## src/design/mhsi_pkg.sv

```systemverilog
// ----------------------------------------------------------------------------
// mhsi_pkg: shared types and constants for the magnetometer calibration block
// Payload structs, register index codes, datapath widths and the CORDIC
// arctangent table in binary angle units (2^32 per turn).
// ----------------------------------------------------------------------------
package mhsi_pkg;

    // Sample and coefficient field width (fixed by the payload format)
    localparam int S_W    = 16;
    localparam int CFG_W  = 48;
    localparam int IDX_W  = 3;
    // raw - offset
    localparam int D_W    = S_W + 1;
    // coefficient * difference
    localparam int P_W    = S_W + D_W;
    // sum of three products
    localparam int SUM_W  = P_W + 2;
    // CORDIC datapath: room for the gain of about 1.65 and the sqrt(2) of the vector
    localparam int CW     = SUM_W + 2;
    localparam int ANG_W  = 32;
    localparam int TAB_LEN = 24;
    localparam logic [ANG_W-1:0] ANG_HALF = 32'h8000_0000;
    localparam int CD_TURN = 36000;
    localparam int CD_W    = 17;

    // Register index codes
    localparam logic [IDX_W-1:0] CFG_OFFSET = 3'd0;
    localparam logic [IDX_W-1:0] CFG_ROW_X  = 3'd1;
    localparam logic [IDX_W-1:0] CFG_ROW_Y  = 3'd2;
    localparam logic [IDX_W-1:0] CFG_ROW_Z  = 3'd3;
    localparam logic [IDX_W-1:0] CFG_DECL   = 3'd4;

    // atan(2^-i) as a fraction of one turn times 2^32
    localparam logic [ANG_W-1:0] ATAN_TAB [0:TAB_LEN-1] = '{
        32'd536870912, 32'd316933406, 32'd167458907, 32'd85004756,
        32'd42667331,  32'd21354465,  32'd10679838,  32'd5340245,
        32'd2670163,   32'd1335087,   32'd667544,    32'd333772,
        32'd166886,    32'd83443,     32'd41722,     32'd20861,
        32'd10430,     32'd5215,      32'd2608,      32'd1304,
        32'd652,       32'd326,       32'd163,       32'd81
    };

    typedef struct packed {
        logic signed [S_W-1:0] raw_x;
        logic signed [S_W-1:0] raw_y;
        logic signed [S_W-1:0] raw_z;
    } t_in;

    typedef struct packed {
        logic signed [S_W-1:0] cal_x;
        logic signed [S_W-1:0] cal_y;
        logic signed [S_W-1:0] cal_z;
        logic [S_W-1:0]        heading_cd;
        logic                  clipped;
    } t_out;

    // Calibrated vector traveling beside the heading path
    typedef struct packed {
        logic signed [S_W-1:0] cal_x;
        logic signed [S_W-1:0] cal_y;
        logic signed [S_W-1:0] cal_z;
        logic                  clipped;
    } t_cal;

endpackage

```

## src/design/mhsi_angle.sv

```systemverilog
// ----------------------------------------------------------------------------
// mhsi_angle: binary angle to wrapped heading in centidegrees
// Stage one negates the angle and scales it by one turn in centidegrees;
// stage two rounds, adds the declination and wraps into 0..35999.
// ----------------------------------------------------------------------------
module mhsi_angle
    import mhsi_pkg::*;
(
    input  logic              i_clk,
    input  logic              i_rst_n,
    input  logic              i_valid,
    output logic              o_ready,
    input  logic [ANG_W-1:0]  i_angle,
    input  t_cal              i_side,
    input  logic [S_W-1:0]    i_decl,
    output logic              o_valid,
    input  logic              i_ready,
    output t_out              o_data
);

    localparam int PW = ANG_W + CD_W;
    localparam int HW = CD_W + 1;

    logic            r_va, r_vb;
    logic            w_ena, w_enb;
    logic [ANG_W-1:0] w_neg;
    logic [PW-1:0]   r_prod;
    logic [PW-1:0]   n_prod;
    t_cal            r_side;
    t_out            r_out;
    logic [PW-1:0]   w_rnd;
    logic [CD_W-1:0] w_cd;
    logic signed [HW-1:0] w_h;
    logic signed [HW-1:0] n_h;

    assign w_enb   = !r_vb || i_ready;
    assign w_ena   = !r_va || w_enb;
    assign o_ready = w_ena;

    // Negate modulo one turn before widening for the scale
    assign w_neg  = ANG_W'(0) - i_angle;
    assign n_prod = {{(PW-ANG_W){1'b0}}, w_neg} * PW'(CD_TURN);

    // Round half up, add declination, wrap once either way
    always_comb begin
        w_rnd = r_prod + PW'(ANG_HALF);
        w_cd  = w_rnd[PW-1:ANG_W];
        w_h   = $signed({1'b0, w_cd}) + HW'($signed(i_decl));
        if (w_h < 0) begin
            n_h = w_h + HW'(CD_TURN);
        end else if (w_h >= HW'(CD_TURN)) begin
            n_h = w_h - HW'(CD_TURN);
        end else begin
            n_h = w_h;
        end
    end

    always_ff @(posedge i_clk) begin
        if (!i_rst_n) begin
            r_va <= 1'b0;
            r_vb <= 1'b0;
        end else begin
            if (w_ena) r_va <= i_valid;
            if (w_enb) r_vb <= r_va;
        end
    end

    always_ff @(posedge i_clk) begin
        if (w_ena) begin
            r_prod <= n_prod;
            r_side <= i_side;
        end
        if (w_enb) begin
            r_out.cal_x      <= r_side.cal_x;
            r_out.cal_y      <= r_side.cal_y;
            r_out.cal_z      <= r_side.cal_z;
            r_out.clipped    <= r_side.clipped;
            r_out.heading_cd <= n_h[S_W-1:0];
        end
    end

    assign o_valid = r_vb;
    assign o_data  = r_out;

endmodule
```

## config.mk

```make
export PLATFORM = sky130hd
export DESIGN_NAME = mhsi_angle
export DESIGN_NICKNAME = d
export VERILOG_FILES = /design/src/design/mhsi_pkg.sv /design/src/design/mhsi_angle.sv
export SDC_FILE = /design/constraint.sdc
export NUM_CORES = 1
export LEC_CHECK = 0
export ABC_AREA = 0
export BUFFER_PORTS_ARGS = -buffer_cell sky130_fd_sc_hd__buf_4
export CORE_MARGIN = 3
export CORE_UTILIZATION = 57
export CTS_CLUSTER_SIZE = 25
export DETAILED_ROUTE_END_ITERATION = 12
export GPL_TIMING_DRIVEN = 0
export HOLD_SLACK_MARGIN = 0.08
export PLACE_DENSITY = 0.8
export SYNTH_ARGS = -nofsm -noshare
export SYNTH_HDL_FRONTEND = slang
export SYNTH_SLANG_ARGS = --single-unit
```

## constraint.sdc

```tcl
create_clock -name i_clk -period 10.8 [get_ports i_clk]
set_input_delay 0.54 -clock i_clk [delete_from_list [all_inputs] [get_ports i_clk]]
set_output_delay 0.54 -clock i_clk [all_outputs]
set_load 0.01 [all_outputs]
```

## Yosys cells after proc, flatten, opt, wreduce, memory -nomap -nowiden

Index checks and enable logic that the tools add are counted.

| cells by class | value |
|---|---|
| $add $sub $neg | 5 |
| $mul | 1 |
| $lt $le $gt $ge | 2 |
| mux-type cells | 2 |
| reduce and logical (&&, ||, !) cells | 4 |

Operators with widths:

| cell | count |
|---|---|
| adder 48 x 32 -> 49 bit, second input constant | 1 |
| multiplier 32 x 11 -> 43 bit, second input constant | 1 |
| two-way mux 16 bit | 2 |
| subtractor 1 x 32 -> 32 bit, first input constant | 1 |
| adder 18 x 16 -> 18 bit | 1 |
| >= comparator 18 x 17 -> 1 bit, second input constant | 1 |
| < comparator 18 x 1 -> 1 bit, second input constant | 1 |
| adder 16 bit, second input constant | 1 |
| subtractor 16 bit, second input constant | 1 |
| logical NOT 1 bit | 2 |
| logical OR 1 bit | 2 |

| storage, ports and cells | value |
|---|---|
| bits in registers | 159 |
| input port bits | 101 |
| output and inout bits | 67 |
| logic and storage cells | 26 |

## Depth between registers and ports, before layout

| logic depth | value |
|---|---|
| depth in word-level cells | 5 |
| mapped depth | 25 |
| depth with buffers taken out | 25 |

## Worst setup path after synthesis

No wires, ideal clock.

| timing | value |
|---|---|
| path kind | input to register |
| start | input port i_angle[5] |
| end | register r_prod[45] (data pin) |
| setup time | 258 ps |
| data arrival time | 6,611 ps |
| required time | 10,542 ps |
| path slack | 3,932 ps |
| cell stages on the path | 24 |
| path buffers | 0 |
| path through | nor4_1 > nand2_1 > or4_1 > nand2b_1 > nor3_1 > xnor2_1 > ha_1 > ha_1 > fa_1 > fa_1 > inv_1 > fa_1 > inv_1 > ha_1 > a211o_1 > a21oi_1 > a221o_1 > nor2_1 > o21a_1 > o41ai_1 > o21ai_0 > a21o_1 > a21oi_1 > xnor2_1 |

| on the way | value |
|---|---|
| longest elaborated chain between the ends | 2 |

Ends and longest elaborated chain:

| what | line | RTL |
|---|---|---|
| start, declared | mhsi_angle.sv:13 | `input logic [ANG_W-1:0] i_angle,` |
| subtractor 1 x 32 -> 32 bit | mhsi_angle.sv:41 | `assign w_neg = ANG_W'(0) - i_angle;` |
| multiplier 32 x 11 -> 43 bit | mhsi_angle.sv:42 | `assign n_prod = {{(PW-ANG_W){1'b0}}, w_neg} * PW'(CD_TURN);` |
| net n_prod[45] | mhsi_angle.sv:28 | `logic [PW-1:0] n_prod;` |
| end signal, assigned | mhsi_angle.sv:70 | `r_prod <= n_prod;` |
| end, declared | mhsi_angle.sv:27 | `logic [PW-1:0] r_prod;` |

The timed path passes the listed nets, and every way through them passes these cells.
A chain may end at the register's enable or synchronous reset.

## Worst setup path in the final report

Ends and elaborated chain as after synthesis.

==> out/metrics.yaml <==
floorplan:
  num_rows: 50
  die_h_um: 146
  die_w_um: 146
  die_area_um2: 21400
  initial_core_util: 0.591
  fp.coreArea_um2: 19000
  ios: 168
logic_synthesis:
  synth_largest_area_cell: "edfxtp_1"
  netlist_area_um2: 11200
  synth_top_area_share: 0.350
  yosys-top-cells-area: "edfxtp_1 35%, ha_1 21%, fa_1 14%"
  ys_seq_area_frac: 0.354
  synth.distinct_cells: 62
  syn_nets: 1341
  avgSynthCellArea_um2: 11.6
  ys_async_sr_fraction: 0
  yosys_warnings: 0
  synth_edf_count: 131
  syn-instance-count: 972
  ys.flop_type: "edfxtp_1"
  yosys_register_bits: 133
global_routing:
  grt_max_degree: 68
  antenna_found_initial: 0
  grtUsageTotal: 0.207
  grt_pass1_vias: 7521
  overflow: 0
  grt_first_pass_wirelength_um: 36000
clock_network:
  cts_buffers: 17
  ctsHtreeMaxLevel: 4
  cts_setup_buffers: 0
  clockBufferDepth: 2
  cts_tree: "done"
  cts_hold_buf: 0
  cts_resized: 0
  cts_root_buf: "clkbuf_16"
  clkTransAtPathRegs_ns: 0.06
  cts_sinks: 133
  insertion_delay_ns: 0.41
timing:
  worstMarginPinSlew_ns: 0.926
  setup_viol: 0
  min_period_over_period: 0.695
  hold_violations: 0
  final-max-slew-violation-count: 0
  rsz0062_at_grt: "no"
  fin_worst_hold_slack_ns: 0.300
  fin_skew_ns: 0.00831
  tns_ns: 0
  slew_headroom: 0.377
  fmax_mhz: 133
  period_needed_ns: 7.50
worst_setup_path:
  cp.required_ns: 10.96
  endpoint_kind: "flip-flop"
  crit_type: "in2reg"
  path_buf_inv: 3
  cp_max_fo: 5
  crit_family: "adder cells"
  cp_slowest_cell: "nor4_1"
  startpoint_type: "primary input"
  critPathArrivalTime_ns: 7.67
  timing.reg2reg.setup_slack_ns: 6.62
  max_stage_delay_ns: 0.74
cells_and_area:
  final_common_cell: "ha_1"
  diodes: 0
  layout-drive-gt1-share: 0.188
  final_cell_mix: "187 x ha_1, 177 x inv_1, 168 x buf_4"
  post-route-cell-area_um2: 13500
  final_cells: 1432
  nNetsFinal: 1528
  syn_to_final_growth_pct: 19.8
detailed_routing:
  drtIter0Drc: 318
  routed_wl_um: 21900
  route.detailed.drc: 0
  ant_nets: 0
  drt_first_pass_iters: 4
  via_per_inst: 5.19
  vias: 7435
  routedWlPerCell_um: 15.3
pwr:
  share_comb_of_total_power: 0.577
  swShare: 0.401
  fin_total_pwr_mw: 3.24
  internal_power_mw: 1.94
  net-switching-power_mw: 1.30
  p_leak_nw: 6.42
  vdd_drop_max_mv: 0.105
  p_clk_frac: 0.181
  powerDensity_nw_per_um2: 241
  sequentialPowerShare: 0.242
placement:
  io_buffer_count: 167
  place.gp.congestion: 0.869
  placed_area_um2: 12800
  place_inst: 1400
  hpwl_um: 18100
run_status:
  status: "finished clean"
run:
  maxCapViolCount: 0
worst_hold_path:
  hold_class: "in2reg"
## Yosys cell counts, drive strengths merged (3+ instances only)
library cell and number:
a21o 14, fa 81, nand4 6, nor3 17, a2111oi 3, o21bai 4, nand3 22, a211oi 3
o21ai 16, or4 3, and2 10, nor4 8, nor2 41, o2111ai 4, nor3b 3, nor2b 5
a21oi 39, a211o 3, xnor2 57, inv 178, nand2b 6, nand2 35, o211ai 4, o21a 5
edfxtp 131, xor2 43, or2 3, a31oi 10, and3 5, ha 187
## path summary, 6_finish.rpt
path / from / to / depth (start not counted)
max: i_angle[5] / r_prod[45] / 25
max reg2reg: r_prod[33] / o_data[13] / 18
min reg2reg: r_side[24] / o_data[40] / 0
min: i_side[15] / r_side[15] / 1
## logic make-up after synthesis
kind of cell	Yosys count	synth area share
simple gates	167	0.0730
flops	133	0.354
xor+xnor	100	0.0793
fa+ha+maj	268	0.352
buf+inv	180	0.0611
mux	1	0.000891
compound gates	123	0.0796
## metal layers
metal,global-route usage,up-vias,routed length (um)
li1,-,3737,-
met1,0.262,3506,9470
met2,0.374,176,11100
met3,0.0329,16,1140
met4,0.0503,0,244
met5,0,-,0
## registers in the layout, summed over array words and instances, names as in the netlist
register	cells
r_va	1
o_valid	1
r_prod	17
o_data	65
r_side	49
## through the flow
stage | setup WS [ns] | utilization
floorplan | 3.93 | -
global placement | 2.86 | 0.674
detailed placement | 2.75 | 0.675
CTS | 3.18 | 0.708
global route | 2.86 | 0.708
finish | 3.30 | 0.708
## power by group through the flow
| stage | logic (mW) | registers [mW] | clock network (mW) |
|---|---|---|---|
| floorplan | 1.43 | 0.808 | 0 |
| CTS | 1.88 | 0.783 | 0.599 |
| global route | 2.14 | 0.793 | 0.620 |
| global placement | 1.81 | 0.787 | 0 |
| finish | 1.87 | 0.784 | 0.588 |
| detailed placement | 1.87 | 0.792 | 0 |
## cell type report
class,count,area [um^2]
Sequential cell,133,3970
Inverter,178,668
Fill cell,1420,5560
Clock buffer,17,425
Tap cell,260,325
Timing Repair Buffer,168,1270
Multi-Input combinational cell,659,6590
Buffer,2,18.8
Clock inverter,15,193
Note: power is estimated with default switching activity, not from simulation.
